File: src/hdl/spa_pkg.sv
// ----------------------------------------------------------------------------
// Sine polynomial approximation package
// Shared widths, fixed-point constants and helper functions for the sine
// unit and its submodules.
// ----------------------------------------------------------------------------
package spa_pkg;

   // Default width of the incoming angle (Q4.27 at 32 bits).
   localparam int DEFAULT_ANGLE_WIDTH = 32;

   // Integer bits of the angle format, sign included.
   localparam int ANGLE_INT_BITS = 5;

   // Internal wide format for range reduction.
   localparam int WIDE_W    = 64;
   localparam int WIDE_FRAC = 56;

   // Polynomial arithmetic format.
   localparam int Q30_FRAC = 30;
   localparam int R_SHIFT  = WIDE_FRAC - Q30_FRAC;

   // Widths of the intermediate values of the polynomial.
   localparam int R_W      = 32;
   localparam int X2_W     = 33;
   localparam int T_W      = 32;
   localparam int U_W      = 32;
   localparam int Y_W      = 32;
   localparam int SINE_W   = 32;
   localparam int COEF_A_W = 24;

   // The multiple of pi is held as an offset code kc, with k = kc - K_OFFSET.
   localparam int KC_W         = 4;
   localparam int K_OFFSET     = 5;
   localparam int K_LEVELS     = 11;
   localparam int K_THRESHOLDS = K_LEVELS - 1;

   // pi and pi/2 in Q.56, rounded to nearest.
   localparam logic signed [WIDE_W-1:0] PI_Q56      = 64'sh03243F6A8885A309;
   localparam logic signed [WIDE_W-1:0] HALF_PI_Q56 = 64'sh01921FB54442D184;

   // Polynomial coefficients in Q.30.
   localparam logic signed [COEF_A_W-1:0] COEF_A = 24'sd7894653;
   localparam logic signed [T_W-1:0]      COEF_B = -32'sd177477835;
   localparam logic signed [U_W-1:0]      COEF_C = 32'sd1073411097;

   // Plus one in Q1.30, the saturation bound of the result.
   localparam logic signed [SINE_W-1:0] ONE_Q30 = 32'sd1073741824;

   // Lower bound of the angle for which k reaches a given level.
   function automatic logic signed [WIDE_W-1:0] k_threshold(input int j);
      return WIDE_W'(j + 1 - K_OFFSET) * PI_Q56 - HALF_PI_Q56;
   endfunction

   // k * pi in Q.56 for an offset code kc.
   function automatic logic signed [WIDE_W-1:0] k_times_pi(input logic [KC_W-1:0] kc);
      logic signed [WIDE_W-1:0] result;
      result = '0;
      for (int j = 0; j < K_LEVELS; j++) begin
         if (kc == KC_W'(j)) begin
            result = WIDE_W'(j - K_OFFSET) * PI_Q56;
         end
      end
      return result;
   endfunction

   // Round a Q.60 product to Q.30, half toward plus infinity.
   function automatic logic signed [WIDE_W-1:0] round_q30(input logic signed [WIDE_W-1:0] p);
      logic signed [WIDE_W-1:0] half;
      half = WIDE_W'(1) <<< (Q30_FRAC - 1);
      return (p + half) >>> Q30_FRAC;
   endfunction

endpackage

File: src/hdl/spa_mul_add.sv
// ----------------------------------------------------------------------------
// Multiply, round and add pipeline stage
// Computes addend + round(op_a * op_b / 2^30) into a register, with a
// valid/ready handshake and a sideband that travels alongside the data.
// ----------------------------------------------------------------------------
module spa_mul_add
   import spa_pkg::*;
#(
   parameter int OP_A_W = R_W,
   parameter int OP_B_W = R_W,
   parameter int RES_W  = R_W,
   parameter int SIDE_W = 1
) (
   input  logic                     clock,
   input  logic                     reset,
   input  logic                     in_valid,
   output logic                     in_ready,
   input  logic signed [OP_A_W-1:0] op_a,
   input  logic signed [OP_B_W-1:0] op_b,
   input  logic signed [RES_W-1:0]  addend,
   input  logic [SIDE_W-1:0]        side_in,
   output logic                     out_valid,
   input  logic                     out_ready,
   output logic signed [RES_W-1:0]  result,
   output logic [SIDE_W-1:0]        side_out
);

   logic                    valid_ff;
   logic                    valid_in;
   logic signed [RES_W-1:0] result_ff;
   logic signed [RES_W-1:0] result_in;
   logic [SIDE_W-1:0]       side_ff;
   logic signed [WIDE_W-1:0] product;
   logic signed [WIDE_W-1:0] sum;
   logic                    load;

   // The stage takes a new request when it is empty or its content moves on.
   assign in_ready = !valid_ff || out_ready;
   assign load     = in_valid && in_ready;
   assign valid_in = in_ready ? in_valid : valid_ff;

   // Signed product, rounded back to Q.30, plus the addend.
   assign product   = WIDE_W'(op_a) * WIDE_W'(op_b);
   assign sum       = WIDE_W'(addend) + round_q30(product);
   assign result_in = sum[RES_W-1:0];

   always_ff @(posedge clock) begin
      if (reset) begin
         valid_ff <= 1'b0;
      end else begin
         valid_ff <= valid_in;
      end
   end

   // Payload registers load only with a new request.
   always_ff @(posedge clock) begin
      if (load) begin
         result_ff <= result_in;
         side_ff   <= side_in;
      end
   end

   assign out_valid = valid_ff;
   assign result    = result_ff;
   assign side_out  = side_ff;

endmodule

File: config.mk
export PLATFORM = sky130hd
export DESIGN_NAME = spa_mul_add
export DESIGN_NICKNAME = d
export VERILOG_FILES = /design/src/hdl/spa_pkg.sv /design/src/hdl/spa_mul_add.sv
export SDC_FILE = /design/constraint.sdc
export NUM_CORES = 2
export LEC_CHECK = 0
export BUFFER_PORTS_ARGS = -buffer_cell sky130_fd_sc_hd__buf_4
export CORE_MARGIN = 8
export CORE_UTILIZATION = 60
export CTS_CLUSTER_SIZE = 30
export DETAILED_ROUTE_END_ITERATION = 8
export GPL_TIMING_DRIVEN = 0
export HOLD_SLACK_MARGIN = 0.06
export PLACE_DENSITY = 0.81
export SLEW_MARGIN = 25
export SYNTH_ARGS = -nofsm -noshare
export SYNTH_HDL_FRONTEND = slang
export SYNTH_SLANG_ARGS = --single-unit
File: constraint.sdc
create_clock -name clock -period 16.5 [get_ports clock]
set_clock_uncertainty 0.1 [all_clocks]
set_input_delay 2.475 -clock clock [delete_from_list [all_inputs] [get_ports clock]]
set_output_delay 2.475 -clock clock [all_outputs]
set_load 0.05 [all_outputs]
Yosys cells after proc, flatten, opt, wreduce, memory -nomap -nowiden
Index checks and enable logic that the tools add are counted.
Operators by class
  reductions and logical operators: 3
  add/subtract/negate cells: 2
  multiply operators: 1
Operator list (number)
  adder 62 x 31 -> 62 bit, second input constant: 1
  multiplier 32 x 32 -> 62 bit: 1
  adder 32 bit: 1
  logical AND 1 bit: 1
  zero test 1 bit: 1
  logical OR 1 bit: 1
Word-level totals
  output and inout port bits: 35
  word-level logic and storage cells: 9
  register bits: 34
  input bits: 101

Longest topological paths before layout
  depth in word-level cells: 3
  mapped depth: 40
  gate-level depth less buffers: 39

Worst setup path after synthesis
OpenSTA, ideal clock, no wires.
  path kind: input port to flip-flop
  start: in op_a[31]
  end: reg result_ff[31], in the netlist result[31], data pin
  data required time: 16.132 ns
  path slack: 5.023 ns
  setup time: 0.268 ns
  path buffers: 2
  stages: 35
  arrival time: 11.109 ns
  cells stage by stage: clkbuf_1 -> nand2_1 -> inv_1 -> fa_1 -> fa_1 -> fa_1 -> inv_1 -> fa_1 -> inv_1 -> fa_1 -> fa_1 -> fa_1 -> fa_1 -> ha_1 -> buf_6 -> a21oi_4 -> o21ai_2 -> a221o_1 -> a21oi_2 -> nor4b_4 -> o41ai_2 -> a21oi_2 -> o21bai_2 -> a21oi_1 -> xnor2_1 -> ha_1 -> and3_1 -> a31o_2 -> a21o_1 -> a21oi_1 -> nor2_1 -> nor2_1 -> a21boi_1 -> o41a_1 -> xnor3_1
On the way
  longest elaborated chain between the ends: 3
RTL lines
  from (decl): RTL line spa_mul_add.sv:18  | input logic signed [OP_A_W-1:0] op_a,
  multiplier 32 x 32 -> 62 bit: RTL line spa_mul_add.sv:43  | assign product = WIDE_W'(op_a) * WIDE_W'(op_b);
  adder 62 x 31 -> 62 bit: RTL line spa_pkg.sv:70  | return (p + half) >>> Q30_FRAC;
  adder 32 bit: RTL line spa_mul_add.sv:44  | assign sum = WIDE_W'(addend) + round_q30(product);
  named net sum[31]: RTL line spa_mul_add.sv:34  | logic signed [WIDE_W-1:0] sum;
  to (signal assigned): RTL line spa_mul_add.sv:58  | result_ff <= result_in;
  to (decl): RTL line spa_mul_add.sv:30  | logic signed [RES_W-1:0] result_ff;
The timed path passes the listed nets, and every way through them passes these cells.
A chain may end at the register's enable or synchronous reset.

Worst setup path in the final report
  start: in op_b[2]
  end: reg result_ff[31], in the netlist result[31], data pin
On the way
  longest elaborated chain between the ends: 3
RTL lines
  from (decl): RTL line spa_mul_add.sv:19  | input logic signed [OP_B_W-1:0] op_b,
  multiplier 32 x 32 -> 62 bit: RTL line spa_mul_add.sv:43
  adder 62 x 31 -> 62 bit: RTL line spa_pkg.sv:70
  adder 32 bit: RTL line spa_mul_add.sv:44
  named net sum[31]: RTL line spa_mul_add.sv:34
The timed path passes the listed nets, and every way through them passes these cells.

==> metrics.md <==
| Metric | Value |
|---|---|
| Syn avg cell area | `~9.5 um^2` |
| Ranking of synthesized cells by area | `fa_1, inv_1, and2_1` |
| Fin nets | `around 5,400` |
| Final period util | `between 80% and 90%` |
| Core Rows | `91` |
| Core area | `between 60,000 and 70,000 um^2` |
| Worst path most repeated cell | `fa_1` |
| Clock Latency Late Sink | `0.28 ns` |
| Gate Count Post-Synth | `~3,900` |
| Capture point of the worst path | `result[31]$_DFFE_PP_` |
| Post-Route Setup TNS | `0 ns` |
| RSZ-0062 raised after global routing | `false` |
| Synth top cells by count | `fa_1, inv_1, nand2_1` |
| Reg2reg end | `result[29]$_DFFE_PP_` |
| Total grt overflow | `0` |
| Clk sinks | `34` |
| Crit path largest cell delay | `0.77 ns` |
| Largest net degree at the start of global routing | `20` |
| TritonRoute pass-1 iters | `9` |
| Starting Density | `around three fifths` |
| Clock slew at reported path FFs | `approximately 0.07 ns` |
| Total CTS buffers | `5` |
| CTS tree | `built` |
| First-pass GRT wire length | `197.6 mm` |
| Total GRT Usage | `about 39%` |
| CTS root buf | `clkbuf_16` |
| H-Tree Depth | `2` |
| Worst R2R Path Depth | `3` |
| Max Buffers Root-to-Sink | `2` |
| DRC | `0` |
| Min Hold Slack | `approximately 0.42 ns` |
| DIE AREA | `approximately 70,000 um^2` |
| DRT antenna net count | `0` |
| Critical R2R Launch | `out_valid$_SDFFE_PP0N_` |
| Yosys warns | `0` |
| Die H | `about 260 um` |
| Yosys top cell area share | `approximately 57%` |
| Final Hold Fails | `0` |
| Synth cell types | `between 60 and 70` |
| Vias per inst | `between 5 and 6` |
| Post-route minimum period | `approximately 14 ns` |
| Synth async-reset ratio | `0%` |
| Avg WL per Cell | `around 27 um` |
| Startpoint Class | `primary input` |
| DIE WIDTH | `approximately 260 um` |
| Initial DRC Count | `around 2,800` |
| CP Max Fanout | `10` |
| Status | `complete, no violations` |
| Worst setup path class | `primary input to flip-flop` |
| Final Routed Wirelength | `around 130 mm` |
| Routed via count | `about 29,000` |
| Initial antenna violation count | `17` |
| Worst path required time | `16.43 ns` |
| Worst slew margin | `16.93%` |
| Syn nets | `around 5,300` |
| Peak Freq | `around 72 MHz` |
| Crit end category | `flip-flop` |
| CTS Hold Bufs | `0` |
| Beginning of the critical path | `op_b[2]` |
| HP Class | `flip-flop to flip-flop` |
| Post-synthesis sequential area ratio | `2.725%` |
| Yosys reg bits | `34` |
| Max Cap Violations | `0` |
| EDFF count, synth | `33` |
| Netlist Area Pre-Place | `~37,000 um^2` |
| Area leader, netlist | `fa_1` |
| Slew @ Worst Pin | `about 1.2 ns` |
| Resize count post-CTS | `0` |
| Area Overhead vs Synth | `6.051%` |
| Vias in the first global route | `between 30,000 and 40,000` |
| Port Buf Inserts | `~140` |
| Share of layout cells above drive strength 1 | `~4.7%` |
| Setup bufs post-CTS | `0` |
| Slowest-stage cell, CP | `clkbuf_1` |
| Setup violations, final | `0` |
| Crit path arrival time | `roughly 14 ns` |
| Count leader, synth | `fa_1` |
| R2R Setup Slk | `approximately 15 ns` |
| Final Wtd Congestion | `between 1 and 1.5` |
| Pins Over Slew Limit | `0` |
| DP Wirelength | `about 110 mm` |
| Top_reg_cell synth | `edfxtp_1` |
| IO Count | `around 140` |
-- metal layers --
layer	up-vias	GRT usage [%]	part of all wire (%)
li1	11490	-	-
met1	14580	45.10	33
met2	2006	58.86	44
met3	695	10.34	11
met4	14	33.79	12
met5	-	0	0.076
-- worst min path at each step --
| stage | to | startpoint | depth (start not counted) | slack (ns) |
|---|---|---|---|---|
| floorplan | out_valid$_SDFFE_PP0N_ | out_valid$_SDFFE_PP0N_ | 2 | 1.01 |
| global placement | out_valid$_SDFFE_PP0N_ | out_valid$_SDFFE_PP0N_ | 2 | 0.40 |
| detailed placement | out_valid$_SDFFE_PP0N_ | out_valid$_SDFFE_PP0N_ | 2 | 0.41 |
| CTS | out_valid$_SDFFE_PP0N_ | out_valid$_SDFFE_PP0N_ | 2 | 0.42 |
| global route | out_valid$_SDFFE_PP0N_ | out_valid$_SDFFE_PP0N_ | 2 | 0.48 |
| finish | out_valid$_SDFFE_PP0N_ | out_valid$_SDFFE_PP0N_ | 2 | 0.42 |
-- cell families after synthesis --
kind of cell / synth area share [%]
adders and majority gates: 64.38
and+or+nand+nor: 15.45
buffers and inverters: 11.66
AOI/OAI and AO/OA: 3.970
xor gates and xnor gates: 1.808
DFF: 2.725
-- stage by stage --
| step | cell area (um^2) | instances | worst slack (ns) | utilization, % |
|---|---|---|---|---|
| after floorplan | 37090 | 3899 | 5.023 | - |
| after global routing | 39320 | 4835 | 2.254 | 64.07 |
| after detailed placement | 39130 | 4825 | 2.611 | 63.76 |
| after global placement | 39100 | 4824 | 2.420 | 63.71 |
| after CTS | 39300 | 4833 | 2.878 | 64.04 |
| final | 39340 | 4843 | 2.706 | 64.10 |
-- worst max-delay path: cells and delay by family --
kind,cells,cell delay [ns]
xor+xnor,2,0.49
simple gates,3,0.58
fa+ha+maj,10,4.90
buf+inv,7,1.56
compound gates,11,3.68
-- cells in the final DEF (no fill, tap or decap), types with 3 or more instances in the layout --
master | netlist | routed
nand3_1 | 17 | 17
clkbuf_16 | 0 | 5
buf_4 | 0 | 135
o21ai_1 | 4 | 4
nor2_1 | 39 | 39
nor2b_1 | 29 | 29
clkbuf_1 | 195 | 189
inv_1 | 953 | 953
diode_2 | 0 | 10
nor3_1 | 3 | 3
nand2b_1 | 17 | 17
xnor2_1 | 54 | 54
a21oi_1 | 57 | 57
and3_1 | 14 | 14
clkbuf_2 | 0 | 6
edfxtp_1 | 33 | 33
a221oi_2 | 3 | 3
fa_1 | 1063 | 1061
o21ai_0 | 28 | 28
a21oi_2 | 8 | 8
nand4_1 | 13 | 13
ha_1 | 208 | 208
o21bai_1 | 11 | 11
and2_1 | 436 | 435
a21o_1 | 42 | 42
nand2_1 | 581 | 581
a311oi_2 | 2 | 3
xor2_1 | 20 | 20
o21a_1 | 5 | 5
a31oi_1 | 6 | 6
a211oi_1 | 3 | 3
-- sequential cells by signal, summed over array words and instances, names as in the netlist --
signal,cells
result,32
out_valid,1
side_out,1
-- final cells by class --
cell class | count | area (um^2)
Clock buffer | 5 | 125.1
Inverter | 953 | 3577
Sequential cell | 34 | 1011
Clock inverter | 3 | 45.04
Antenna cell | 10 | 25.02
Tap cell | 790 | 988.4
Timing Repair Buffer | 136 | 1041
Multi-Input combinational cell | 2715 | 31770
Fill cell | 5126 | 22030
Buffer | 197 | 755.7
Power is not shown: default switching activity piles up to over one toggle a cycle in this logic, so the estimate is an artifact.
